==> src/design/window_consistency_boost_unit_macros.svh <==
// ----------------------------------------------------------------------------
// Assertion macros for the window consistency boost unit
// Shorthand forms of the concurrent checks used in the design files.
// ----------------------------------------------------------------------------
`ifndef WINDOW_CONSISTENCY_BOOST_UNIT_MACROS_SVH
`define WINDOW_CONSISTENCY_BOOST_UNIT_MACROS_SVH

// The expression holds at every clock edge outside reset.
`define WCB_ASSERT_ALWAYS(label, clk, rst_n, expr, msg) \
    label: assert property (@(posedge clk) disable iff (!rst_n) (expr)) else $error(msg);

// The consequent holds in the same cycle as the antecedent.
`define WCB_ASSERT_IMPLY(label, clk, rst_n, ante, cons, msg) \
    label: assert property (@(posedge clk) disable iff (!rst_n) (ante) |-> (cons)) \
        else $error(msg);

// The consequent holds in the cycle after the antecedent.
`define WCB_ASSERT_NEXT(label, clk, rst_n, ante, cons, msg) \
    label: assert property (@(posedge clk) disable iff (!rst_n) (ante) |=> (cons)) \
        else $error(msg);

`endif

==> src/design/wcb_pkg.sv <==
// ----------------------------------------------------------------------------
// wcb_pkg
// Widths, constants, types and helpers shared by the boost unit modules.
// ----------------------------------------------------------------------------
package wcb_pkg;

    localparam int MAX_COLS      = 1024;
    localparam int MAX_ROWS      = 4096;
    localparam int WINDOW_RADIUS = 4;
    localparam int AMP_W         = 16;

    localparam int WSIZE   = 2 * WINDOW_RADIUS + 1;
    localparam int NLINES  = 2 * WINDOW_RADIUS;
    localparam int LANE_W  = $clog2(NLINES);
    localparam int ADDR_W  = $clog2(MAX_COLS);

    localparam int ROW_W      = 12;
    localparam int COL_W      = 10;
    localparam int CFG_WID_W  = 11;
    localparam int CFG_HGT_W  = 13;
    localparam int CFG_DATA_W = 13;
    localparam int CFG_IDX_W  = 1;

    localparam logic [CFG_IDX_W-1:0] CFG_IDX_WIDTH  = 1'b0;
    localparam logic [CFG_IDX_W-1:0] CFG_IDX_HEIGHT = 1'b1;

    localparam int RESET_WIDTH  = 640;
    localparam int RESET_HEIGHT = 480;

    // Match counts: per window row, and over the whole window.
    localparam int ROWCNT_W = $clog2(WSIZE + 1);
    localparam int CNT_W    = $clog2(WSIZE * WSIZE + 1);
    localparam int PROD_W   = AMP_W + CNT_W;

    // Division by WSIZE*WSIZE as a multiply by a rounded-up reciprocal.
    // The shift is chosen so that the reciprocal's excess times the largest
    // product stays below 2**DIV_SHIFT, which keeps the quotient exact.
    localparam int          DIV_SHIFT = 27;
    localparam longint      DIV_NUM   = (longint'(1) << DIV_SHIFT) + WSIZE * WSIZE - 1;
    localparam longint      DIV_MUL   = DIV_NUM / (WSIZE * WSIZE);
    localparam int          MUL_W     = $clog2(DIV_MUL + 1);
    localparam int          SCALED_W  = PROD_W + MUL_W;

    localparam int FIFO_DEPTH = 16;
    localparam int FIFO_AW    = $clog2(FIFO_DEPTH);
    localparam int FIFO_CNT_W = $clog2(FIFO_DEPTH + 1);

    typedef logic [NLINES-1:0][AMP_W-1:0]   t_line_word;
    typedef logic [WSIZE-1:0][ROWCNT_W-1:0] t_row_counts;

    typedef struct packed {
        logic             emit;
        logic             last;
        logic [ROW_W-1:0] row;
        logic [COL_W-1:0] col;
    } t_meta;

    typedef struct packed {
        logic [AMP_W-1:0] boosted;
        logic [ROW_W-1:0] row;
        logic [COL_W-1:0] col;
        logic             last;
    } t_result;

    // Number of set bits in one window row of match flags.
    function automatic logic [ROWCNT_W-1:0] count_row(input logic [WSIZE-1:0] hits);
        logic [ROWCNT_W-1:0] sum;
        sum = '0;
        for (int j = 0; j < WSIZE; j++) begin
            sum = sum + ROWCNT_W'(hits[j]);
        end
        return sum;
    endfunction

endpackage

==> src/design/wcb_scale.sv <==
// ----------------------------------------------------------------------------
// wcb_scale
// Sums the row counts, multiplies by the centre and divides by the window area.
// ----------------------------------------------------------------------------
module wcb_scale (
    input  logic                      i_clk,
    input  logic                      i_rst_n,
    input  logic                      i_s3_valid,
    input  wcb_pkg::t_meta            i_s3_meta,
    input  logic [wcb_pkg::AMP_W-1:0] i_s3_centre,
    input  wcb_pkg::t_row_counts      i_s3_row_counts,
    output logic                      o_valid,
    output wcb_pkg::t_meta            o_meta,
    output logic [wcb_pkg::AMP_W-1:0] o_boosted
);
    import wcb_pkg::*;

    localparam logic [MUL_W-1:0] DIV_MUL_C = MUL_W'(DIV_MUL);

    logic              r_s4_valid;
    t_meta             r_s4_meta;
    logic [AMP_W-1:0]  r_s4_centre;
    logic [CNT_W-1:0]  r_s4_cnt;
    logic              r_s5_valid;
    t_meta             r_s5_meta;
    logic [PROD_W-1:0] r_s5_prod;
    logic [CNT_W-1:0]  n_cnt;
    logic [SCALED_W-1:0] scaled;

    always_comb begin
        n_cnt = '0;
        for (int k = 0; k < WSIZE; k++) begin
            n_cnt = n_cnt + CNT_W'(i_s3_row_counts[k]);
        end
    end

    always_ff @(posedge i_clk) begin
        if (!i_rst_n) begin
            r_s4_valid <= 1'b0;
            r_s5_valid <= 1'b0;
        end else begin
            r_s4_valid <= i_s3_valid;
            r_s5_valid <= r_s4_valid;
        end
    end

    // A zero centre yields a zero product, so it needs no special path.
    always_ff @(posedge i_clk) begin
        r_s4_meta   <= i_s3_meta;
        r_s4_centre <= i_s3_centre;
        r_s4_cnt    <= n_cnt;
        r_s5_meta   <= r_s4_meta;
        r_s5_prod   <= PROD_W'(r_s4_centre) * PROD_W'(r_s4_cnt);
    end

    assign scaled    = SCALED_W'(r_s5_prod) * SCALED_W'(DIV_MUL_C);
    assign o_valid   = r_s5_valid;
    assign o_meta    = r_s5_meta;
    assign o_boosted = scaled[DIV_SHIFT +: AMP_W];

endmodule

==> config.mk <==
export PLATFORM = sky130hd
export DESIGN_NAME = wcb_scale
export DESIGN_NICKNAME = d
export VERILOG_FILES = /design/src/design/window_consistency_boost_unit_macros.svh /design/src/design/wcb_pkg.sv /design/src/design/wcb_scale.sv
export SDC_FILE = /design/constraint.sdc
export NUM_CORES = 1
export LEC_CHECK = 0
export BUFFER_PORTS_ARGS = -buffer_cell sky130_fd_sc_hd__clkbuf_2
export CORE_MARGIN = 5
export CORE_UTILIZATION = 67
export DETAILED_ROUTE_END_ITERATION = 6
export PLACE_DENSITY = 0.85
export SLEW_MARGIN = 20
export SYNTH_ARGS = -nofsm -noshare
export SYNTH_HDL_FRONTEND = slang
export SYNTH_SLANG_ARGS = --single-unit
==> constraint.sdc <==
create_clock -name i_clk -period 13.3 [get_ports i_clk]
set_input_delay 2.66 -clock i_clk [delete_from_list [all_inputs] [get_ports i_clk]]
set_output_delay 2.66 -clock i_clk [all_outputs]
set_load 0.1 [all_outputs]
== Word level (Yosys, flattened, before mapping) ==
Index checks and enable logic that the tools add are counted.

* Register bits after elaboration: 96
* Bits of input ports: 79
* Output and inout bits: 41
* Word-level logic and storage cells: 23

* Add/sub/neg operators: 8
* Multiply operators: 2

{| class="wikitable"
|+ Operators with widths
! cell !! count
|-
| multiplier 23 x 21 -> 43 bit, second input constant || 1
|-
| adder 7 x 4 -> 7 bit || 5
|-
| multiplier 16 x 7 -> 23 bit || 1
|-
| adder 6 x 4 -> 7 bit || 1
|-
| adder 5 x 4 -> 6 bit || 1
|-
| adder 4 x 4 -> 5 bit || 1
|}

== Logic depth before layout (Yosys ltp) ==
* Depth in word-level cells: 8
* Mapped depth: 20
* Depth with buffers taken out: 20

== Worst setup path before layout ==
Ideal clock, no wire load.

* Path kind: flip-flop to output port
* Start point: reg r_s5_prod[11]
* End point: out o_boosted[4] in the netlist's numbering
* Arrival: 6.481 ns
* Data required time: 10.640 ns
* Setup slack: 4.159 ns
* Cell stages (with the launch flop): 21
* Buffers on the path: 0
* Path through: dfxtp_1 -> ha_1 -> ha_1 -> inv_1 -> fa_1 -> inv_1 -> fa_1 -> inv_1 -> fa_1 -> fa_1 -> inv_1 -> ha_1 -> ha_1 -> nand2_1 -> nor4_1 -> nor4_1 -> o32ai_1 -> o21ai_1 -> a31oi_1 -> nor2_1 -> xnor2_1

* Word-level cells in the longest chain between the ends: 1

{| class="wikitable"
|+ Ends and longest elaborated chain
! what !! line !! text
|-
| from (decl) || wcb_scale.sv:26 || <nowiki>logic [PROD_W-1:0] r_s5_prod;</nowiki>
|-
| from (signal assigned) || wcb_scale.sv:53 || <nowiki>r_s5_prod <= PROD_W'(r_s4_centre) * PROD_W'(r_s4_cnt);</nowiki>
|-
| multiplier 23 x 21 -> 43 bit || wcb_scale.sv:56 || <nowiki>assign scaled = SCALED_W'(r_s5_prod) * SCALED_W'(DIV_MUL_C);</nowiki>
|-
| to (decl) || wcb_scale.sv:14 || <nowiki>output logic [wcb_pkg::AMP_W-1:0] o_boosted</nowiki>
|}

Every way passes these cells.

== Worst setup path in the final report ==
Same ends and word-level chain as after synthesis.

==> qor.csv <==
metric,value,unit
htreeDepth,3,
final_nets,1917,
globalplace.congestion,0.946,
avgSynthCellArea,10.3,sq um
r2r_slack,8190,ps
fmax,106,MHz
grt_pass1_vias,9648,
min-delay-start,r_s4_meta[10],
io_pins,120,
hold_violations,0,
worstRegToRegCells,15,
synth_cell_types,43,
rows,50,
core_area,0.0187,sq mm
synth_top_cell_by_area,fa_1,
worst_clock_skew,12.0,ps
post_cts_resized,0,
synth-xor-area-share,0.0268,
die_w,148,um
drive_gt1_frac,0.103,
die_h,148,um
r2r_end,r_s5_prod[22],
hold_path_depth,0,
setup.worst_path.end_class,output port,
clk_latency,350,ps
die_area,0.0219,sq mm
synth_compound_area_frac,0.0528,
vias_per_cell,5.41,
final_cell_mix,"321 x inv_1, 264 x ha_1, 218 x fa_1",
worstPathMaxFanout,7,
max_slew_margin,0.574,
clk_pin_slew,80,ps
synthTopCellsByArea,"fa_1 34%, ha_1 26%, dfxtp_1 15%",
fin_crit_sh,0.708,
final_common_cell,inv_1,
setup_viol,0,
ctsHoldBuffers,0,
grt.total_usage,0.247,
hold_end,o_meta[10],
synth_top_area_share,0.343,
regToRegStartpoint,r_s4_cnt[6],
ant_nets,0,
worstSetupPathType,flop to output port,
synth_nets,1794,
cts_buffers,9,
numClockSinks,96,
antenna_cells,0,
numPortBuffers,119,
rsz0062_at_grt,no,
worstPathArrival,6750,ps
synth_area,0.0127,sq mm
finalSetupTns,0,ps
drv_slew,0,
cts_tree,built,
finalWirelength,25400,um
grt_max_degree,21,
num_vias,8624,
hp-class,flop to flop,
start_util,0.681,
synthCells,1233,
yosys.area_share.simple,0.0700,
synth_top_family_by_area,adder cells,
yosysWarningCount,0,
status,finished clean,
ys_seq_area_frac,0.151,
synth-adder-area-share,0.602,
area_growth_syn_to_layout,9.17,%
drc,0,
whs,316,ps
period_minus_slack,9410,ps
clockBufferDepth,2,
post_cts_buffers,0,
worst_pin_slew,638,ps
grt_antenna_before_repair,0,
synth-seq-cells,96,
dr.first_iter.drc_count,452,
grt-ovfl-total,0,
drtPass1Iterations,5,
hpwl,22600,um
synth_mux_area_frac,0.000786,
grt_pass1_wl,43900,um
start_kind,flop,
ctsRootBufferMaster,clkbuf_16,
wl_per_cell,15.9,um
cp_data_required_time,10640,ps
drv_cap,0,
[worst max-delay path: stages (launching register included)]
cell and delay, ps:
dfxtp_1 650, ha_1 350, ha_1 290, inv_1 40, fa_1 470, inv_1 80, fa_1 510, inv_1 60
fa_1 480, fa_1 490, inv_1 40, ha_1 270, ha_1 330, nand2_1 80, nor4_1 520, nor4_1 110
o32ai_1 430, o21ai_1 160, a31oi_1 310, nor2_1 90, xnor2_1 150, clkbuf_2 480
[cell usage after synthesis]
master / instances
ha_1: 264
a221o_1: 1
fa_1: 218
or2_2: 1
a21oi_1: 29
o2111ai_1: 1
o32ai_1: 1
and3_1: 7
nor2b_1: 3
a211oi_1: 5
a32oi_1: 1
nand2_1: 81
a21o_1: 19
a211o_1: 1
o21ai_1: 2
and2_1: 45
a21oi_2: 3
xnor2_1: 32
clkbuf_1: 7
nand3b_1: 2
nor3_1: 11
mux2i_1: 1
a21boi_0: 1
a21o_2: 1
o21bai_1: 8
xor2_1: 7
o21ai_0: 12
a41o_1: 1
dfxtp_1: 96
o21a_1: 2
nand3_1: 9
nand4_1: 5
a221oi_1: 2
nor2_1: 16
o211ai_1: 2
o211a_1: 1
inv_1: 321
a31oi_1: 6
a21boi_1: 1
nor4_1: 4
a22oi_1: 1
nand2b_1: 1
a311o_1: 1
[registers in the layout (all words and copies together), names as in the netlist]
signal	count
o_meta	24
o_valid	1
r_s4_centre	16
r_s4_cnt	7
r_s4_meta	24
r_s4_valid	1
r_s5_prod	23
[per-layer routing]
layer / track usage / part of all wire / wire, um / up-vias
met1: 0.313 / 0.41 / 10400 / 4292
met3: 0.0365 / 0.040 / 1010 / 45
li1: - / - / - / 4088
met4: 0.0707 / 0.019 / 489 / 0
met2: 0.444 / 0.53 / 13500 / 199
met5: 0 / 0 / 0 / -
[how the worst max path moves through the flow]
stage	start	to	slack, ps
2_1_floorplan	r_s5_prod[11]	o_boosted[4]	4160
3_3_place_gp	r_s5_prod[11]	o_boosted[4]	4450
3_5_place_dp	r_s5_prod[11]	o_boosted[4]	4300
4_1_cts	r_s5_prod[11]	o_boosted[4]	3920
5_1_grt	r_s5_prod[11]	o_boosted[4]	3500
6_report	r_s5_prod[11]	o_boosted[4]	3890
[area by class of cell]
class                   instances  area [sq um]
clock inverters                 7          81.3
inverters                     321          1200
well taps                     234           293
fillers                      1251          4800
flip-flops and latches         96          1920
clock buffers                   9           225
repair buffers                119           596
multi-input cells             809          9580
[metrics by stage]
step	worst slack [ps]	cell area [sq um]	util	std cells
floorplan	4160	12700	-	1233
global placement	4450	13600	0.727	1579
detailed placement	4300	13600	0.727	1579
CTS	3920	13900	0.743	1595
global route	3500	13900	0.743	1595
finish	3890	13900	0.743	1595
[cells by family after synthesis]
family	Yosys count
compound gates	102
xor+xnor	39
fa+ha+maj	482
buf+inv	328
flops	96
mux	1
simple gates	185
Power is left out: the tool's default activity adds up to more than one toggle a clock period on the data nets, which glitch-free logic cannot reach.
