File: src/design/window_consistency_boost_unit_macros.svh
// ----------------------------------------------------------------------------
// Assertion macros for the window consistency boost unit
// Shorthand forms of the concurrent checks used in the design files.
// ----------------------------------------------------------------------------
`ifndef WINDOW_CONSISTENCY_BOOST_UNIT_MACROS_SVH
`define WINDOW_CONSISTENCY_BOOST_UNIT_MACROS_SVH

// The expression holds at every clock edge outside reset.
`define WCB_ASSERT_ALWAYS(label, clk, rst_n, expr, msg) \
    label: assert property (@(posedge clk) disable iff (!rst_n) (expr)) else $error(msg);

// The consequent holds in the same cycle as the antecedent.
`define WCB_ASSERT_IMPLY(label, clk, rst_n, ante, cons, msg) \
    label: assert property (@(posedge clk) disable iff (!rst_n) (ante) |-> (cons)) \
        else $error(msg);

// The consequent holds in the cycle after the antecedent.
`define WCB_ASSERT_NEXT(label, clk, rst_n, ante, cons, msg) \
    label: assert property (@(posedge clk) disable iff (!rst_n) (ante) |=> (cons)) \
        else $error(msg);

`endif

File: src/design/wcb_pkg.sv
// ----------------------------------------------------------------------------
// wcb_pkg
// Widths, constants, types and helpers shared by the boost unit modules.
// ----------------------------------------------------------------------------
package wcb_pkg;

    localparam int MAX_COLS      = 1024;
    localparam int MAX_ROWS      = 4096;
    localparam int WINDOW_RADIUS = 4;
    localparam int AMP_W         = 16;

    localparam int WSIZE   = 2 * WINDOW_RADIUS + 1;
    localparam int NLINES  = 2 * WINDOW_RADIUS;
    localparam int LANE_W  = $clog2(NLINES);
    localparam int ADDR_W  = $clog2(MAX_COLS);

    localparam int ROW_W      = 12;
    localparam int COL_W      = 10;
    localparam int CFG_WID_W  = 11;
    localparam int CFG_HGT_W  = 13;
    localparam int CFG_DATA_W = 13;
    localparam int CFG_IDX_W  = 1;

    localparam logic [CFG_IDX_W-1:0] CFG_IDX_WIDTH  = 1'b0;
    localparam logic [CFG_IDX_W-1:0] CFG_IDX_HEIGHT = 1'b1;

    localparam int RESET_WIDTH  = 640;
    localparam int RESET_HEIGHT = 480;

    // Match counts: per window row, and over the whole window.
    localparam int ROWCNT_W = $clog2(WSIZE + 1);
    localparam int CNT_W    = $clog2(WSIZE * WSIZE + 1);
    localparam int PROD_W   = AMP_W + CNT_W;

    // Division by WSIZE*WSIZE as a multiply by a rounded-up reciprocal.
    // The shift is chosen so that the reciprocal's excess times the largest
    // product stays below 2**DIV_SHIFT, which keeps the quotient exact.
    localparam int          DIV_SHIFT = 27;
    localparam longint      DIV_NUM   = (longint'(1) << DIV_SHIFT) + WSIZE * WSIZE - 1;
    localparam longint      DIV_MUL   = DIV_NUM / (WSIZE * WSIZE);
    localparam int          MUL_W     = $clog2(DIV_MUL + 1);
    localparam int          SCALED_W  = PROD_W + MUL_W;

    localparam int FIFO_DEPTH = 16;
    localparam int FIFO_AW    = $clog2(FIFO_DEPTH);
    localparam int FIFO_CNT_W = $clog2(FIFO_DEPTH + 1);

    typedef logic [NLINES-1:0][AMP_W-1:0]   t_line_word;
    typedef logic [WSIZE-1:0][ROWCNT_W-1:0] t_row_counts;

    typedef struct packed {
        logic             emit;
        logic             last;
        logic [ROW_W-1:0] row;
        logic [COL_W-1:0] col;
    } t_meta;

    typedef struct packed {
        logic [AMP_W-1:0] boosted;
        logic [ROW_W-1:0] row;
        logic [COL_W-1:0] col;
        logic             last;
    } t_result;

    // Number of set bits in one window row of match flags.
    function automatic logic [ROWCNT_W-1:0] count_row(input logic [WSIZE-1:0] hits);
        logic [ROWCNT_W-1:0] sum;
        sum = '0;
        for (int j = 0; j < WSIZE; j++) begin
            sum = sum + ROWCNT_W'(hits[j]);
        end
        return sum;
    endfunction

endpackage

File: src/design/wcb_out_fifo.sv
// ----------------------------------------------------------------------------
// wcb_out_fifo
// Result queue between the free-running pipeline and the output channel.
// ----------------------------------------------------------------------------
module wcb_out_fifo (
    input  logic                           i_clk,
    input  logic                           i_rst_n,
    input  logic                           i_push,
    input  wcb_pkg::t_result               i_push_data,
    input  logic                           i_pop,
    output logic                           o_valid,
    output wcb_pkg::t_result               o_data,
    output logic [wcb_pkg::FIFO_CNT_W-1:0] o_count
);
    import wcb_pkg::*;

    t_result               r_mem [FIFO_DEPTH];
    logic [FIFO_AW-1:0]    r_wr_ptr;
    logic [FIFO_AW-1:0]    r_rd_ptr;
    logic [FIFO_CNT_W-1:0] r_count;

    always_ff @(posedge i_clk) begin
        if (!i_rst_n) begin
            r_wr_ptr <= '0;
            r_rd_ptr <= '0;
            r_count  <= '0;
        end else begin
            if (i_push) begin
                r_wr_ptr <= r_wr_ptr + FIFO_AW'(1);
            end
            if (i_pop) begin
                r_rd_ptr <= r_rd_ptr + FIFO_AW'(1);
            end
            r_count <= r_count + FIFO_CNT_W'(i_push) - FIFO_CNT_W'(i_pop);
        end
    end

    always_ff @(posedge i_clk) begin
        if (i_push) begin
            r_mem[r_wr_ptr] <= i_push_data;
        end
    end

    assign o_valid = (r_count != '0);
    assign o_data  = r_mem[r_rd_ptr];
    assign o_count = r_count;

endmodule

File: config.mk
export PLATFORM = sky130hd
export DESIGN_NAME = wcb_out_fifo
export DESIGN_NICKNAME = d
export VERILOG_FILES = /design/src/design/window_consistency_boost_unit_macros.svh /design/src/design/wcb_pkg.sv /design/src/design/wcb_out_fifo.sv
export SDC_FILE = /design/constraint.sdc
export NUM_CORES = 1
export LEC_CHECK = 0
export BUFFER_PORTS_ARGS = -buffer_cell sky130_fd_sc_hd__buf_2
export CORE_AREA = 2 2 213 215
export CTS_CLUSTER_SIZE = 14
export DETAILED_ROUTE_END_ITERATION = 10
export DIE_AREA = 0 0 215 217
export PLACE_DENSITY = 0.76
export SETUP_SLACK_MARGIN = 0.05
export SYNTH_ARGS = -nofsm -noshare
export SYNTH_HDL_FRONTEND = slang
export SYNTH_SLANG_ARGS = --single-unit
File: constraint.sdc
create_clock -name i_clk -period 2.8 [get_ports i_clk]
set_input_delay 0.7 -clock i_clk [delete_from_list [all_inputs] [get_ports i_clk]]
set_output_delay 0.7 -clock i_clk [all_outputs]
set_load 0.02 [all_outputs]
# Word level (Yosys, flattened, before mapping)
# Memory sizes are Yosys's and may differ from the RTL's. A register that Yosys moved wholly into a read port is not among the register bits.
# Index checks and enable logic that the tools add are counted.
dict set report word_totals {
  regBits 13
  output_inout_bits 45
  input_bits 43
  ramBits 624
  word_cells 13
  memories 1
}
# memory depth width read_ports rd_clocked_by_memory_dff write_ports line
set mem_list {}
lappend mem_list {r_mem 16 39 1 1 1 wcb_out_fifo.sv:17} ;# t_result r_mem [FIFO_DEPTH];
dict set report classes {
  n_mux 4
  add_sub_neg 4
  reduce_logical 1
}
# cell n
set op_table {}
lappend op_table {{4-bit by 1-bit adder with 4-bit output, second input constant} 2}
lappend op_table {{4-bit 2-to-1 mux} 2}
lappend op_table {{5-bit by 1-bit adder with 5-bit output} 1}
lappend op_table {{5-bit nonzero test} 1}
lappend op_table {{5-bit by 1-bit subtractor with 5-bit output} 1}
lappend op_table {{1-bit 2-to-1 mux} 2}

# Longest topological paths before layout
dict set report depth {
  depth_word 3
  mapped_depth 9
  mapped_depth_nobuf 9
}

# Worst setup path after synthesis
# Ideal clock, no wire load.
dict set report synth_path {
  kind {input port to flip-flop}
  startpoint {input port i_push}
  endpoint {memory r_mem[0][0] in the netlist's numbering (enable)}
  setup_time_ps 400
  n_path_buf 1
  path_stages 3
  path_slack_ps 178
  t_required_ps 2400
  arrival_ps 2222
  path_cell_list {clkbuf_1 > nor3b_1 > and2_1}
}
dict set report synth_between {
  elab_chain_cells 2
}
# element line
set synth_lines {}
lappend synth_lines {{start, declared} wcb_out_fifo.sv:8} ;# input logic i_push,
lappend synth_lines {{1-bit 2-to-1 mux} wcb_out_fifo.sv:39} ;# if (i_push) begin
lappend synth_lines {{1-bit 2-to-1 mux (implied by the code)} wcb_out_fifo.sv:40} ;# r_mem[r_wr_ptr] <= i_push_data;
lappend synth_lines {{end, declared} wcb_out_fifo.sv:17}
# Every way passes these cells.

==> impl_table.tex <==
\begin{tabular}{lr}
\hline
Metric & Value \\
\hline
\multicolumn{2}{l}{\textbf{Power}} \\
Total power per unit cell area & roughly 730 nW/um\^{}2 \\
Clock power frac & 0.387 \\
Sequential fraction of design power & 0.518 \\
Worst IR Drop VDD & 0.000503 V \\
Leakage power total & 9.05 nW \\
Net switching fraction of the power & 0.218 \\
Total design power & between 20 and 25 mW \\
Fraction of power consumed by combinational cells & 0.095 \\
Internal power of the cells & 16.2 mW \\
Switching power summed over all nets & 4.52 mW \\
\multicolumn{2}{l}{\textbf{GRT}} \\
First-pass GRT wire length & 81.6 mm \\
Antenna violations before repair & 5 \\
Vias in the first global route & 12374 \\
Pin count of the biggest net entering global routing & 60 \\
Final global-route overflow total & 0 \\
Global-route usage over all layers & 0.244 \\
\multicolumn{2}{l}{\textbf{Synthesis}} \\
Count of yosys warnings during synthesis & 0 \\
Most frequently used cell type in the post-synthesis netlist & sky130\_fd\_sc\_hd\_\_edfxtp\_1 \\
Synth Register Bits & 641 \\
Post-synthesis cell count & $\sim$1000 \\
Number of nets produced by synthesis & 1104 \\
Share of synthesized registers carrying an async set or reset & 0 \\
Distinct cell type count after synthesis & 28 \\
Post-synthesis instance area & 24200 sq um \\
Cell type contributing the most total cell area after synthesis & sky130\_fd\_sc\_hd\_\_edfxtp\_1 \\
Top cells by count, synth & sky130\_fd\_sc\_hd\_\_edfxtp\_1, sky130\_fd\_sc\_hd\_\_mux4\_2, sky130\_fd\_sc\_hd\_\_a22oi\_1 \\
Seq/Total Area, Yosys & 0.788 \\
Primary flip-flop cell chosen by synthesis mapping & sky130\_fd\_sc\_hd\_\_edfxtp\_1 \\
Top cells by area, synth & sky130\_fd\_sc\_hd\_\_edfxtp\_1, sky130\_fd\_sc\_hd\_\_mux4\_2, sky130\_fd\_sc\_hd\_\_a22oi\_1 \\
Post-Synthesis Mean Instance Area & $\sim$23 sq um \\
Portion of synthesized cell area occupied by the leading cell type & 0.774 \\
Post-synth EDFFs & 624 \\
\multicolumn{2}{l}{\textbf{Worst setup path}} \\
Critical path destination & o\_data[6] \\
R2r setup slk & 0.68 ns \\
Endpoint of the most critical register-to-register path & o\_count[4] \\
Worst r2r path cells & 9 \\
Worst path top cell family by delay & buffers and inverters \\
Cell with the largest stage delay on the worst path & sky130\_fd\_sc\_hd\_\_mux4\_2 \\
Kind of end point of the critical path & output port \\
Buffers and inverters on the worst path & 4 \\
CP Depth & 7 \\
Launch point of the worst reg-to-reg path & o\_count[0] \\
Crit start category & flop \\
Category of the most critical setup path & reg -> out \\
Data required time at the worst endpoint & 2.10 ns \\
Crit path DAT & 2.48 ns \\
Worst Path Max Fanout & 6 \\
Cell-by-cell trace of the critical path & buf\_12 -> buf\_4 -> buf\_16 -> mux4\_2 -> a22oi\_1 -> nand2\_1 -> buf\_2 \\
Longest individual stage delay on the worst path & 0.55 ns \\
\multicolumn{2}{l}{\textbf{Floorplanning}} \\
Vertical die dimension & roughly 220 microns \\
IO Count & 88 \\
Die outline area & 46700 sq um \\
Width of the chip & 215 microns \\
Total number of placement rows & 78 \\
Floorplan core area & 44700 sq um \\
Initial core utilization & 0.542 \\
\multicolumn{2}{l}{\textbf{STA}} \\
Minimum period implied by the final worst setup slack & 3.18 ns \\
Worst Setup Slack, final & -0.379 ns \\
Worst slack on hold paths & about 0.45 ns \\
Max-slew headroom at the worst pin & 0.749 \\
Setup-failing EPs final & 39 \\
Unrepaired setup endpoints after global routing & yes \\
Slew of the pin with the lowest slew margin & about 0.38 ns \\
Number of failing hold endpoints at the final stage & 0 \\
Achievable frequency & 315 MHz \\
Post-Route Skew & around 0.018 ns \\
Tcrit/Tclk final & 1.14 \\
Number of pins exceeding their max-slew limit in the final report & 0 \\
\multicolumn{2}{l}{\textbf{Run status}} \\
Outcome & finished with violations \\
Violations in the final reports & setup timing \\
\multicolumn{2}{l}{\textbf{Clock network}} \\
TritonCTS Sinks & 641 \\
Number of buffers on the longest clock path & 3 \\
Clock-pin transition on the worst setup and hold timing paths & 0.06 ns \\
CTS tree & done \\
TritonCTS buffer count & 60 \\
Root buffer cell & sky130\_fd\_sc\_hd\_\_clkbuf\_16 \\
Worst-skew pair later-pin latency & 0.61 ns \\
Total number of H-tree levels & 2 \\
\multicolumn{2}{l}{\textbf{Route}} \\
Average wire per cell in the routed design & 30.6 microns \\
DRC & 0 \\
Total vias in the final route & 11736 \\
DRC marker count from the first detailed-route iteration & approximately 1400 \\
TritonRoute pass-1 iters & 5 \\
Antenna Nets Post-Route & 0 \\
Vias/cell & roughly 6.3 \\
Total length of routed wires & 56.6 mm \\
\multicolumn{2}{l}{\textbf{Finish}} \\
Fin nets & 1259 \\
Post-Layout Inst Area & around 28000 sq um \\
Layout cell share with drive strength beyond 1 & 0.354 \\
Non-Filler Instances & 1851 \\
Synth-to-Final Area Change & 17.4\% \\
\multicolumn{2}{l}{\textbf{Place}} \\
Placed wire-length estimate after detailed placement & around 23 mm \\
Area after detailed placement & 25700 sq um \\
Pre-CTS WS & $\sim$0.17 ns \\
DP Cell Count & 1714 \\
Input/output buffers & 87 \\
Routability congestion estimate & 0.707 \\
\multicolumn{2}{l}{\textbf{Flow run}} \\
Reported max-cap violation count & 0 \\
\multicolumn{2}{l}{\textbf{Worst hold path}} \\
Worst min-delay path class & in -> reg \\
\hline
\end{tabular}
==> cells in the final DEF, fill, tap and decap left out, types with 14 or more instances in the layout <==
master and instances:
sky130_fd_sc_hd__edfxtp_1 624, sky130_fd_sc_hd__buf_2 74, sky130_fd_sc_hd__mux4_2 156, sky130_fd_sc_hd__dfxtp_1 15, sky130_fd_sc_hd__buf_6 14, sky130_fd_sc_hd__a22oi_1 54
sky130_fd_sc_hd__nand2_1 31, sky130_fd_sc_hd__buf_12 31, sky130_fd_sc_hd__a22oi_2 24, sky130_fd_sc_hd__clkbuf_16 66, sky130_fd_sc_hd__and2_2 17
==> stage by stage <==
stage | util | setup TNS (ns)
2_1_floorplan | - | 0
3_3_place_gp | 0.576 | 0
3_5_place_dp | 0.576 | 0
4_1_cts | 0.631 | -12.71
5_1_grt | 0.636 | -14.63
6_report | 0.636 | -11.54
==> worst min-delay path by stage <==
stage,startpoint,end,slack [ns],cells after the start
2_1_floorplan,r_rd_ptr[1],flop,0.52,2
3_3_place_gp,r_rd_ptr[1],flop,0.55,2
3_5_place_dp,r_rd_ptr[1],flop,0.56,2
4_1_cts,i_push_data[27],r_mem[0][27],0.43,1
5_1_grt,i_rst_n,flop,0.45,2
6_report,i_rst_n,flop,0.45,2
==> power groups by stage <==
stage | Sequential (mW) | Combinational (mW) | Clock, mW
final | 10.7 | 1.97 | 8.04
after global routing | 10.7 | 2.11 | 8.48
after CTS | 10.7 | 1.91 | 8.11
after detailed placement | 10.9 | 1.67 | 0
after global placement | 10.9 | 1.64 | 0
after floorplan | 11.0 | 1.11 | 0
==> metal layers <==
layer / global-route usage / part of all wire
met2: 0.407 / 0.52
met1: 0.324 / 0.37
met4: 0.0798 / 0.025
met5: 0 / 0.00065
met3: 0.0545 / 0.092
==> final cells by class <==
| cell class | count | area (sq um) |
|---|---|---|
| inverter | 8 | 30.0 |
| sequential | 641 | 19100 |
| clock buffer | 72 | 1570 |
| antenna | 1 | 2.50 |
| multi-input combinational | 347 | 4990 |
| clock inverter | 36 | 354 |
| timing repair buffer | 146 | 1640 |
| tap | 600 | 751 |
| fill | 2853 | 16300 |
==> cell families after synthesis <==
| logic type | count (synthesis) | share of synthesized area |
|---|---|---|
| flops | 641 | 0.788 |
| mux | 158 | 0.146 |
| simple gates | 86 | 0.0176 |
| compound gates | 82 | 0.0251 |
| buf+inv | 61 | 0.0135 |
| fa+ha+maj | 12 | 0.00651 |
| xor+xnor | 9 | 0.00326 |
==> repair_timing <==
action | CTS | global route
resized for setup | 43 | 42
hold buffers | 0 | 0
setup endpoints to repair | 39 | 39
gates cloned | 8 | 5
buffers inserted | 14 | 5
pin swaps | 15 | 21
==> registers in the layout, indices dropped and copies added (netlist names), named ones only <==
signal and flops:
r_mem 624, r_wr_ptr 4, o_count 5, r_rd_ptr 4
Note: power is estimated with default switching activity, not from simulation.
