==> src/design/window_consistency_boost_unit_macros.svh <==
// ----------------------------------------------------------------------------
// Assertion macros for the window consistency boost unit
// Shorthand forms of the concurrent checks used in the design files.
// ----------------------------------------------------------------------------
`ifndef WINDOW_CONSISTENCY_BOOST_UNIT_MACROS_SVH
`define WINDOW_CONSISTENCY_BOOST_UNIT_MACROS_SVH

// The expression holds at every clock edge outside reset.
`define WCB_ASSERT_ALWAYS(label, clk, rst_n, expr, msg) \
    label: assert property (@(posedge clk) disable iff (!rst_n) (expr)) else $error(msg);

// The consequent holds in the same cycle as the antecedent.
`define WCB_ASSERT_IMPLY(label, clk, rst_n, ante, cons, msg) \
    label: assert property (@(posedge clk) disable iff (!rst_n) (ante) |-> (cons)) \
        else $error(msg);

// The consequent holds in the cycle after the antecedent.
`define WCB_ASSERT_NEXT(label, clk, rst_n, ante, cons, msg) \
    label: assert property (@(posedge clk) disable iff (!rst_n) (ante) |=> (cons)) \
        else $error(msg);

`endif

==> src/design/wcb_pkg.sv <==
// ----------------------------------------------------------------------------
// wcb_pkg
// Widths, constants, types and helpers shared by the boost unit modules.
// ----------------------------------------------------------------------------
package wcb_pkg;

    localparam int MAX_COLS      = 1024;
    localparam int MAX_ROWS      = 4096;
    localparam int WINDOW_RADIUS = 4;
    localparam int AMP_W         = 16;

    localparam int WSIZE   = 2 * WINDOW_RADIUS + 1;
    localparam int NLINES  = 2 * WINDOW_RADIUS;
    localparam int LANE_W  = $clog2(NLINES);
    localparam int ADDR_W  = $clog2(MAX_COLS);

    localparam int ROW_W      = 12;
    localparam int COL_W      = 10;
    localparam int CFG_WID_W  = 11;
    localparam int CFG_HGT_W  = 13;
    localparam int CFG_DATA_W = 13;
    localparam int CFG_IDX_W  = 1;

    localparam logic [CFG_IDX_W-1:0] CFG_IDX_WIDTH  = 1'b0;
    localparam logic [CFG_IDX_W-1:0] CFG_IDX_HEIGHT = 1'b1;

    localparam int RESET_WIDTH  = 640;
    localparam int RESET_HEIGHT = 480;

    // Match counts: per window row, and over the whole window.
    localparam int ROWCNT_W = $clog2(WSIZE + 1);
    localparam int CNT_W    = $clog2(WSIZE * WSIZE + 1);
    localparam int PROD_W   = AMP_W + CNT_W;

    // Division by WSIZE*WSIZE as a multiply by a rounded-up reciprocal.
    // The shift is chosen so that the reciprocal's excess times the largest
    // product stays below 2**DIV_SHIFT, which keeps the quotient exact.
    localparam int          DIV_SHIFT = 27;
    localparam longint      DIV_NUM   = (longint'(1) << DIV_SHIFT) + WSIZE * WSIZE - 1;
    localparam longint      DIV_MUL   = DIV_NUM / (WSIZE * WSIZE);
    localparam int          MUL_W     = $clog2(DIV_MUL + 1);
    localparam int          SCALED_W  = PROD_W + MUL_W;

    localparam int FIFO_DEPTH = 16;
    localparam int FIFO_AW    = $clog2(FIFO_DEPTH);
    localparam int FIFO_CNT_W = $clog2(FIFO_DEPTH + 1);

    typedef logic [NLINES-1:0][AMP_W-1:0]   t_line_word;
    typedef logic [WSIZE-1:0][ROWCNT_W-1:0] t_row_counts;

    typedef struct packed {
        logic             emit;
        logic             last;
        logic [ROW_W-1:0] row;
        logic [COL_W-1:0] col;
    } t_meta;

    typedef struct packed {
        logic [AMP_W-1:0] boosted;
        logic [ROW_W-1:0] row;
        logic [COL_W-1:0] col;
        logic             last;
    } t_result;

    // Number of set bits in one window row of match flags.
    function automatic logic [ROWCNT_W-1:0] count_row(input logic [WSIZE-1:0] hits);
        logic [ROWCNT_W-1:0] sum;
        sum = '0;
        for (int j = 0; j < WSIZE; j++) begin
            sum = sum + ROWCNT_W'(hits[j]);
        end
        return sum;
    endfunction

endpackage

==> src/design/wcb_window.sv <==
// ----------------------------------------------------------------------------
// wcb_window
// Sliding 9x9 pixel window with the centre comparison and per-row match counts.
// ----------------------------------------------------------------------------
module wcb_window (
    input  logic                       i_clk,
    input  logic                       i_rst_n,
    input  logic                       i_s1_valid,
    input  wcb_pkg::t_meta             i_s1_meta,
    input  logic [wcb_pkg::LANE_W-1:0] i_s1_lane,
    input  logic [wcb_pkg::AMP_W-1:0]  i_s1_pix,
    input  wcb_pkg::t_line_word        i_line_word,
    output logic                       o_s3_valid,
    output wcb_pkg::t_meta             o_s3_meta,
    output logic [wcb_pkg::AMP_W-1:0]  o_s3_centre,
    output wcb_pkg::t_row_counts       o_s3_row_counts
);
    import wcb_pkg::*;

    logic [AMP_W-1:0] r_win [WSIZE][WSIZE];

    logic        r_s2_valid;
    t_meta       r_s2_meta;
    logic        r_s3_valid;
    t_meta       r_s3_meta;
    logic [AMP_W-1:0] r_s3_centre;
    t_row_counts r_s3_row_counts;
    t_row_counts n_row_counts;

    // Shift left and load the new column: stored lines oldest first, the
    // incoming pixel at the bottom.
    always_ff @(posedge i_clk) begin
        if (i_s1_valid) begin
            for (int k = 0; k < WSIZE; k++) begin
                for (int j = 0; j < WSIZE - 1; j++) begin
                    r_win[k][j] <= r_win[k][j+1];
                end
            end
            for (int k = 0; k < NLINES; k++) begin
                r_win[k][WSIZE-1] <= i_line_word[i_s1_lane + LANE_W'(k)];
            end
            r_win[WSIZE-1][WSIZE-1] <= i_s1_pix;
        end
    end

    always_comb begin
        logic [WSIZE-1:0] hits;
        logic [AMP_W-1:0] centre;
        centre = r_win[WINDOW_RADIUS][WINDOW_RADIUS];
        for (int k = 0; k < WSIZE; k++) begin
            for (int j = 0; j < WSIZE; j++) begin
                hits[j] = ({r_win[k][j], 1'b0} >= {1'b0, centre}) &&
                          ({1'b0, r_win[k][j]} <= {centre, 1'b0});
            end
            n_row_counts[k] = count_row(hits);
        end
    end

    always_ff @(posedge i_clk) begin
        if (!i_rst_n) begin
            r_s2_valid <= 1'b0;
            r_s3_valid <= 1'b0;
        end else begin
            r_s2_valid <= i_s1_valid;
            r_s3_valid <= r_s2_valid;
        end
    end

    always_ff @(posedge i_clk) begin
        r_s2_meta       <= i_s1_meta;
        r_s3_meta       <= r_s2_meta;
        r_s3_centre     <= r_win[WINDOW_RADIUS][WINDOW_RADIUS];
        r_s3_row_counts <= n_row_counts;
    end

    assign o_s3_valid      = r_s3_valid;
    assign o_s3_meta       = r_s3_meta;
    assign o_s3_centre     = r_s3_centre;
    assign o_s3_row_counts = r_s3_row_counts;

endmodule

==> config.mk <==
export PLATFORM = sky130hd
export DESIGN_NAME = wcb_window
export DESIGN_NICKNAME = d
export VERILOG_FILES = /design/src/design/window_consistency_boost_unit_macros.svh /design/src/design/wcb_pkg.sv /design/src/design/wcb_window.sv
export SDC_FILE = /design/constraint.sdc
export NUM_CORES = 2
export LEC_CHECK = 0
export BUFFER_PORTS_ARGS = -buffer_cell sky130_fd_sc_hd__buf_2
export CORE_UTILIZATION = 25
export CTS_CLUSTER_DIAMETER = 40
export DETAILED_ROUTE_END_ITERATION = 16
export SETUP_SLACK_MARGIN = 0.15
export SLEW_MARGIN = 0
export SYNTH_ARGS = -nofsm -noshare
export SYNTH_HDL_FRONTEND = slang
export SYNTH_SLANG_ARGS = --single-unit
export TNS_END_PERCENT = 20
==> constraint.sdc <==
create_clock -name i_clk -period 14.66 [get_ports i_clk]
set_input_delay 0.733 -clock i_clk [delete_from_list [all_inputs] [get_ports i_clk]]
set_output_delay 0.733 -clock i_clk [all_outputs]
set_load 0.005 [all_outputs]
Word level (Yosys, flattened, before mapping)
Memories as Yosys holds them, arrays and structs flattened.
Index checks and enable logic that the tools add are counted.
{"block": "word_totals", "reg_bits": 102, "ramBits": 1296, "inputBits": 174, "out_inout_bits": 77, "memories": 1}
{"block": "classes", "addsub": 79, "magnitude_cmp": 170, "mux": 18, "n_reduce_logical": 81}
{"name": "r_win", "depth": 9, "width": 144, "read_ports": 9, "rd_clocked_by_memory_dff": 0, "wr": 9, "line": "wcb_window.sv:20", "source": "logic [AMP_W-1:0] r_win [WSIZE][WSIZE];"}
{"op": ">= comparator 17 x 16 -> 1 bit", "n": 81}
{"op": "less-or-equal comparator 16 x 17 -> 1 bit", "n": 81}
{"op": "binary-select mux 16 bit (select 3 bit)", "n": 8}
{"op": "adder 4 x 1 -> 4 bit", "n": 45}
{"op": "2-to-1 mux 16 bit", "n": 8}
{"op": "logical AND 1 bit", "n": 81}
{"op": "adder 3 x 1 -> 4 bit", "n": 9}
{"op": "< comparator 3 x 4 -> 1 bit (second input constant)", "n": 8}
{"op": "adder 2 x 1 -> 3 bit", "n": 9}
{"op": "adder 1 x 1 -> 2 bit", "n": 9}
{"op": "adder 3 bit (second input constant)", "n": 4}
{"op": "adder 3 x 2 -> 3 bit (second input constant)", "n": 2}
{"op": "adder 3 x 1 -> 3 bit (second input constant)", "n": 1}
{"op": "2-to-1 mux 1 bit", "n": 2}

Longest topological paths before layout
An unclocked memory read counts as a cell.
{"block": "logic_depth", "depth_word": 11, "depth_mapped": 16}

Least setup slack after synthesis
Ideal clock, no wire load.
{"block": "synth_path", "path_type": "reg-to-reg", "startpoint": "memory r_win[0][641] in the netlist's numbering", "endpoint": "register r_s3_row_counts (netlist bit o_s3_row_counts[2])", "t_arrival_ns": 7.469, "t_required_ns": 14.542, "slack_ns": 7.073, "stages_incl_launch_ff": 17, "n_path_buf": 0, "synth_period_minus_slack_ns": 7.587, "cell_sequence": "edfxtp_1 inv_1 ha_1 nor2b_1 o211ai_1 a21oi_1 a2111oi_0 o221ai_1 a22o_1 fa_1 fa_1 inv_1 fa_1 inv_1 fa_1 fa_1 xnor2_1"}
{"element": "start: declaration", "line": "wcb_window.sv:20"}
{"element": "end signal: assignment", "line": "wcb_window.sv:73", "source": "r_s3_row_counts <= n_row_counts;"}
{"element": "end: declaration", "line": "wcb_window.sv:27", "source": "t_row_counts r_s3_row_counts;"}

==> summary.md <==
| Metric | Value |
|---|---|
| Met1 GRT Util | 18.3% |
| CTS clock-pin slew for the worst setup and hold paths | 0.06 ns |
| GRT Total Usage | 13.6% |
| Int Pwr | 9070 µW |
| Max Slew Vio Count | 0 |
| Reg power frac | 39.4% |
| CP arrival | 7.48 ns |
| Post-DR wirelength/cell | 19.9 µm |
| Clk pwr share | 41.0% |
| Row cnt | 229 |
| Peak VDD IR | 0.104 mV |
| Post-synth EDFFs | 1296 |
| CP Max Fanout | 65 |
| Vias in the first global route | 69100 |
| Hold Path Depth | 2 |
| Final Critical Period | 6.64 ns |
| Worst r2r dst | o_s3_row_counts[14] |
| Switching Fraction | 30.4% |
| Crit Reg-Reg Startpoint | r_win[0][644] |
| Count of max-cap constraint violations | 0 |
| Core area | 390000 µm² |
| Number of routed nets with antenna violations | 0 |
| Critical Path Sink Type | flop |
| Worst slew pin tran | 1.16 ns |
| Initial core utilization | 25.2% |
| Largest net degree at the start of global routing | 173 |
| Reg-to-reg slack, setup | 8.02 ns |
| M3 GR Usage | 1.60% |
| Async SR Flop Fraction | 0% |
| Worst skew pair latency | 0.92 ns |
| Syn nets | 10600 |
| I/O pin total | 251 |
| Final setup viols | 0 |
| # DRC | 0 |
| Crit start category | flop |
| 1st-iter DRT viols | 4149 |
| Horiz. Die Dim | 629 µm |
| Final Cell Area | 115000 µm² |
| Dpl hpwl | 196 mm |
| Total of warnings raised by yosys | 0 |
| CP Class | reg2reg |
| CTS root buffer | clkbuf_16 |
| TNS Setup | 0 ns |
| Synth Instances | 7962 |
| Slowest cell on the critical path | buf_4 |
| Sequential element share of the synthesized area | 41.6% |
| CTS tree | built |
| Die ar. | 396000 µm² |
| Vias | 68700 |
| Sink Count | 1398 |
| Cells on worst reg2reg path | 17 |
| Port buffer count | 250 |
| Post_cts resized | 0 |
| GRT overflow | 0 |
| H-tree Lvls | 4 |
| Hold_sp | i_rst_n |
| Critical path buffers and inverters | 5 |
| Final total power | 13000 µW |
| Yosys cell types | 70 |
| Post-Syn Area | 98300 µm² |
| Die height | 629 µm |
| CP cell instances | inv_8 > buf_4 > buf_4 > ha_1 > a21oi_1 > a21oi_1 > a2111oi_0 > nor4_1 > o22ai_1 > fa_1 > fa_1 > inv_1 > fa_1 > inv_1 > fa_1 > fa_1 > xnor2_1 |
| Antenna violations before repair | 28 |
| Slowest stage delay, CP | 0.63 ns |
| Setup Skew | 0.0943 ns |
| Hold Path End | o_s3_valid |
| Gate power share | 19.5% |
| Vias per inst | 4.96 |
| Power Density | 114 nW/µm² |
| Final Hold Viols | 0 |
| Part of the cycle the worst path needs | 45.3% |
| Avg Inst Size Synth | 12.4 µm² |
| Total CTS buffers | 221 |
| Longest Clk Path Bufs | 4 |
| Syn-to-layout area delta | 16.5% |
| M2 GR Usage | 22.5% |
| Critical path required time | 15.50 ns |
| Placer's final routability congestion estimate | 0.850 |
| DP Area | 107000 µm² |
| First-pass GRT wire length | 422 mm |
| GRT busiest layer | met2 |
| Post-layout util | 29.3% |
| Total wire length | 275 mm |
| Drt pass-1 iters | 5 |
| Status | finished clean |
| Delay-heaviest family, CP | adder cells |
| Worst slew margin relative to its limit | 22.3% |
| Yosys reg bits | 1398 |
| Most Frequent Cell on Critical Path | fa_1 |
| # fillers | 39600 |
| Maximum clock rate | 151 MHz |
| Leak | 0.0478 µW |
| Share of cells above drive strength 1 | 11.0% |
| P_sw | 3970 µW |
| Most used DFF post-synth | edfxtp_1 |
| Hold WC Path Type | in2reg |
| Unrepaired setup endpoints after global routing | false |
| Layout Nets | 11100 |
cells in the mapped netlist, types with 8 or more instances:
library cell | instances | area, µm²
a2111oi_0 | 91 | 797
a211o_1 | 57 | 499
a211oi_1 | 100 | 751
a21o_1 | 299 | 2240
a21oi_1 | 737 | 3690
a22o_1 | 8 | 70.1
a2bb2oi_1 | 8 | 70.1
and3_1 | 8 | 50.1
buf_1 | 14 | 52.6
buf_2 | 39 | 195
clkbuf_1 | 18 | 67.6
dfxtp_1 | 102 | 2040
edfxtp_1 | 1296 | 38900
fa_1 | 45 | 901
ha_1 | 2435 | 30500
inv_1 | 188 | 706
mux2_2 | 64 | 721
mux4_2 | 128 | 2880
nand2_1 | 425 | 1600
nand2b_1 | 56 | 350
nand3_1 | 112 | 561
nand4_1 | 321 | 2010
nor2_1 | 321 | 1200
nor2b_1 | 180 | 1130
nor3_1 | 86 | 430
nor4_1 | 39 | 244
o2111ai_1 | 87 | 762
o211ai_1 | 95 | 713
o21a_1 | 32 | 240
o21ai_0 | 229 | 1150
o221a_2 | 45 | 507
o221ai_1 | 23 | 201
o22ai_1 | 59 | 369
o31a_1 | 28 | 245
o31ai_1 | 28 | 210
o32ai_1 | 9 | 78.8
or3_1 | 8 | 50.1
or4_1 | 38 | 285
xnor2_1 | 10 | 87.6
placed cells by master (no fill, tap or decap), drive strengths merged, types with 39 or more instances in the layout:
cell type / instances
a2111oi: 91
a211o: 57
a211oi: 100
a21o: 299
a21oi: 737
buf: 317
clkbuf: 243
clkinv: 51
dfxtp: 102
dlygate4sd3: 40
edfxtp: 1296
fa: 45
ha: 2435
inv: 263
mux2: 64
mux4: 128
nand2: 425
nand2b: 56
nand3: 112
nand4: 321
nor2: 321
nor2b: 180
nor3: 86
nor4: 39
o2111ai: 87
o211ai: 95
o21ai: 229
o221a: 45
o22ai: 59
metal layers:
| layer | vias up | share of wire [%] |
|---|---|---|
| met5 | - | 0.019 |
| li1 | 33400 | - |
| met3 | 422 | 4.0 |
| met2 | 1377 | 46 |
| met1 | 33500 | 47 |
| met4 | 8 | 3.5 |
kinds of logic (layout without fill, tap and decap cells):
family | after synthesis | count (layout) | share of synthesized area (%)
adders and majority gates | 2480 | 2480 | 31.9
AOI/OAI and AO/OA | 1995 | 1995 | 13.3
and+or+nand+nor | 1621 | 1621 | 8.26
DFF | 1398 | 1398 | 41.6
buffers and inverters | 262 | 951 | 1.05
muxes | 193 | 193 | 3.67
xor gates and xnor gates | 13 | 13 | 0.116
other | 0 | 3 | 0
state kept, by name, indices dropped and copies added (netlist names):
register and count:
o_s3_valid 1, r_win 1296, o_s3_meta 24, o_s3_centre 16, r_s2_valid 1, o_s3_row_counts 36, r_s2_meta 24
power groups by stage:
stage | Clock (µW) | Sequential, µW | Combinational, µW
3_3_place_gp | 0 | 5240 | 2480
6_report | 5350 | 5140 | 2550
4_1_cts | 5470 | 5160 | 2580
3_5_place_dp | 0 | 5240 | 2550
2_1_floorplan | 0 | 5010 | 1690
5_1_grt | 5620 | 5190 | 2940
worst max-delay path by stage:
| stage | from | end | slack, ns | cells past startpoint |
|---|---|---|---|---|
| floorplan | r_win[0][641] | o_s3_row_counts[2] | 7.07 | 16 |
| global placement | r_win[0][644] | o_s3_row_counts[13] | 7.92 | 17 |
| detailed placement | r_win[0][644] | o_s3_row_counts[13] | 7.93 | 17 |
| CTS | r_win[0][644] | o_s3_row_counts[14] | 7.95 | 17 |
| global route | r_win[0][644] | o_s3_row_counts[14] | 7.73 | 17 |
| finish | r_win[0][644] | o_s3_row_counts[14] | 8.02 | 17 |
stage by stage:
step | hold WS (ns) | instances | setup WS, ns
floorplan | 0.310 | 7962 | 7.07
global placement | 0.310 | 13400 | 7.92
detailed placement | 0.312 | 13400 | 7.93
CTS | 0.0626 | 13800 | 7.95
global route | 0.0982 | 13800 | 7.73
finish | 0.121 | 13900 | 8.02
layout make-up:
class,count,area [µm²],area share (%)
Timing Repair Buffer,357,2310,2.01
Sequential cell,1398,41000,35.8
Clock buffer,243,5690,4.97
Tap cell,5197,6500,5.68
Clock inverter,161,1830,1.60
Inverter,190,823,0.719
Multi-Input combinational cell,6302,56400,49.3
Antenna cell,3,7.51,0.00656
repair_timing:
action,in CTS,in global routing
endpoints found under the hold margin,40,0
buffers inserted,0,0
hold buffers,40,0
worst reg2reg max path: cells and delay by family (launching register included):
family                     cells  cell delay [ns]
AOI/OAI and AO/OA              4             1.09
xor gates and xnor gates       1             0.19
adders and majority gates      6             2.86
buffers and inverters          5             1.92
DFF                            1             0.50
and+or+nand+nor                1             0.09
Power figures use the tool's default switching activity.
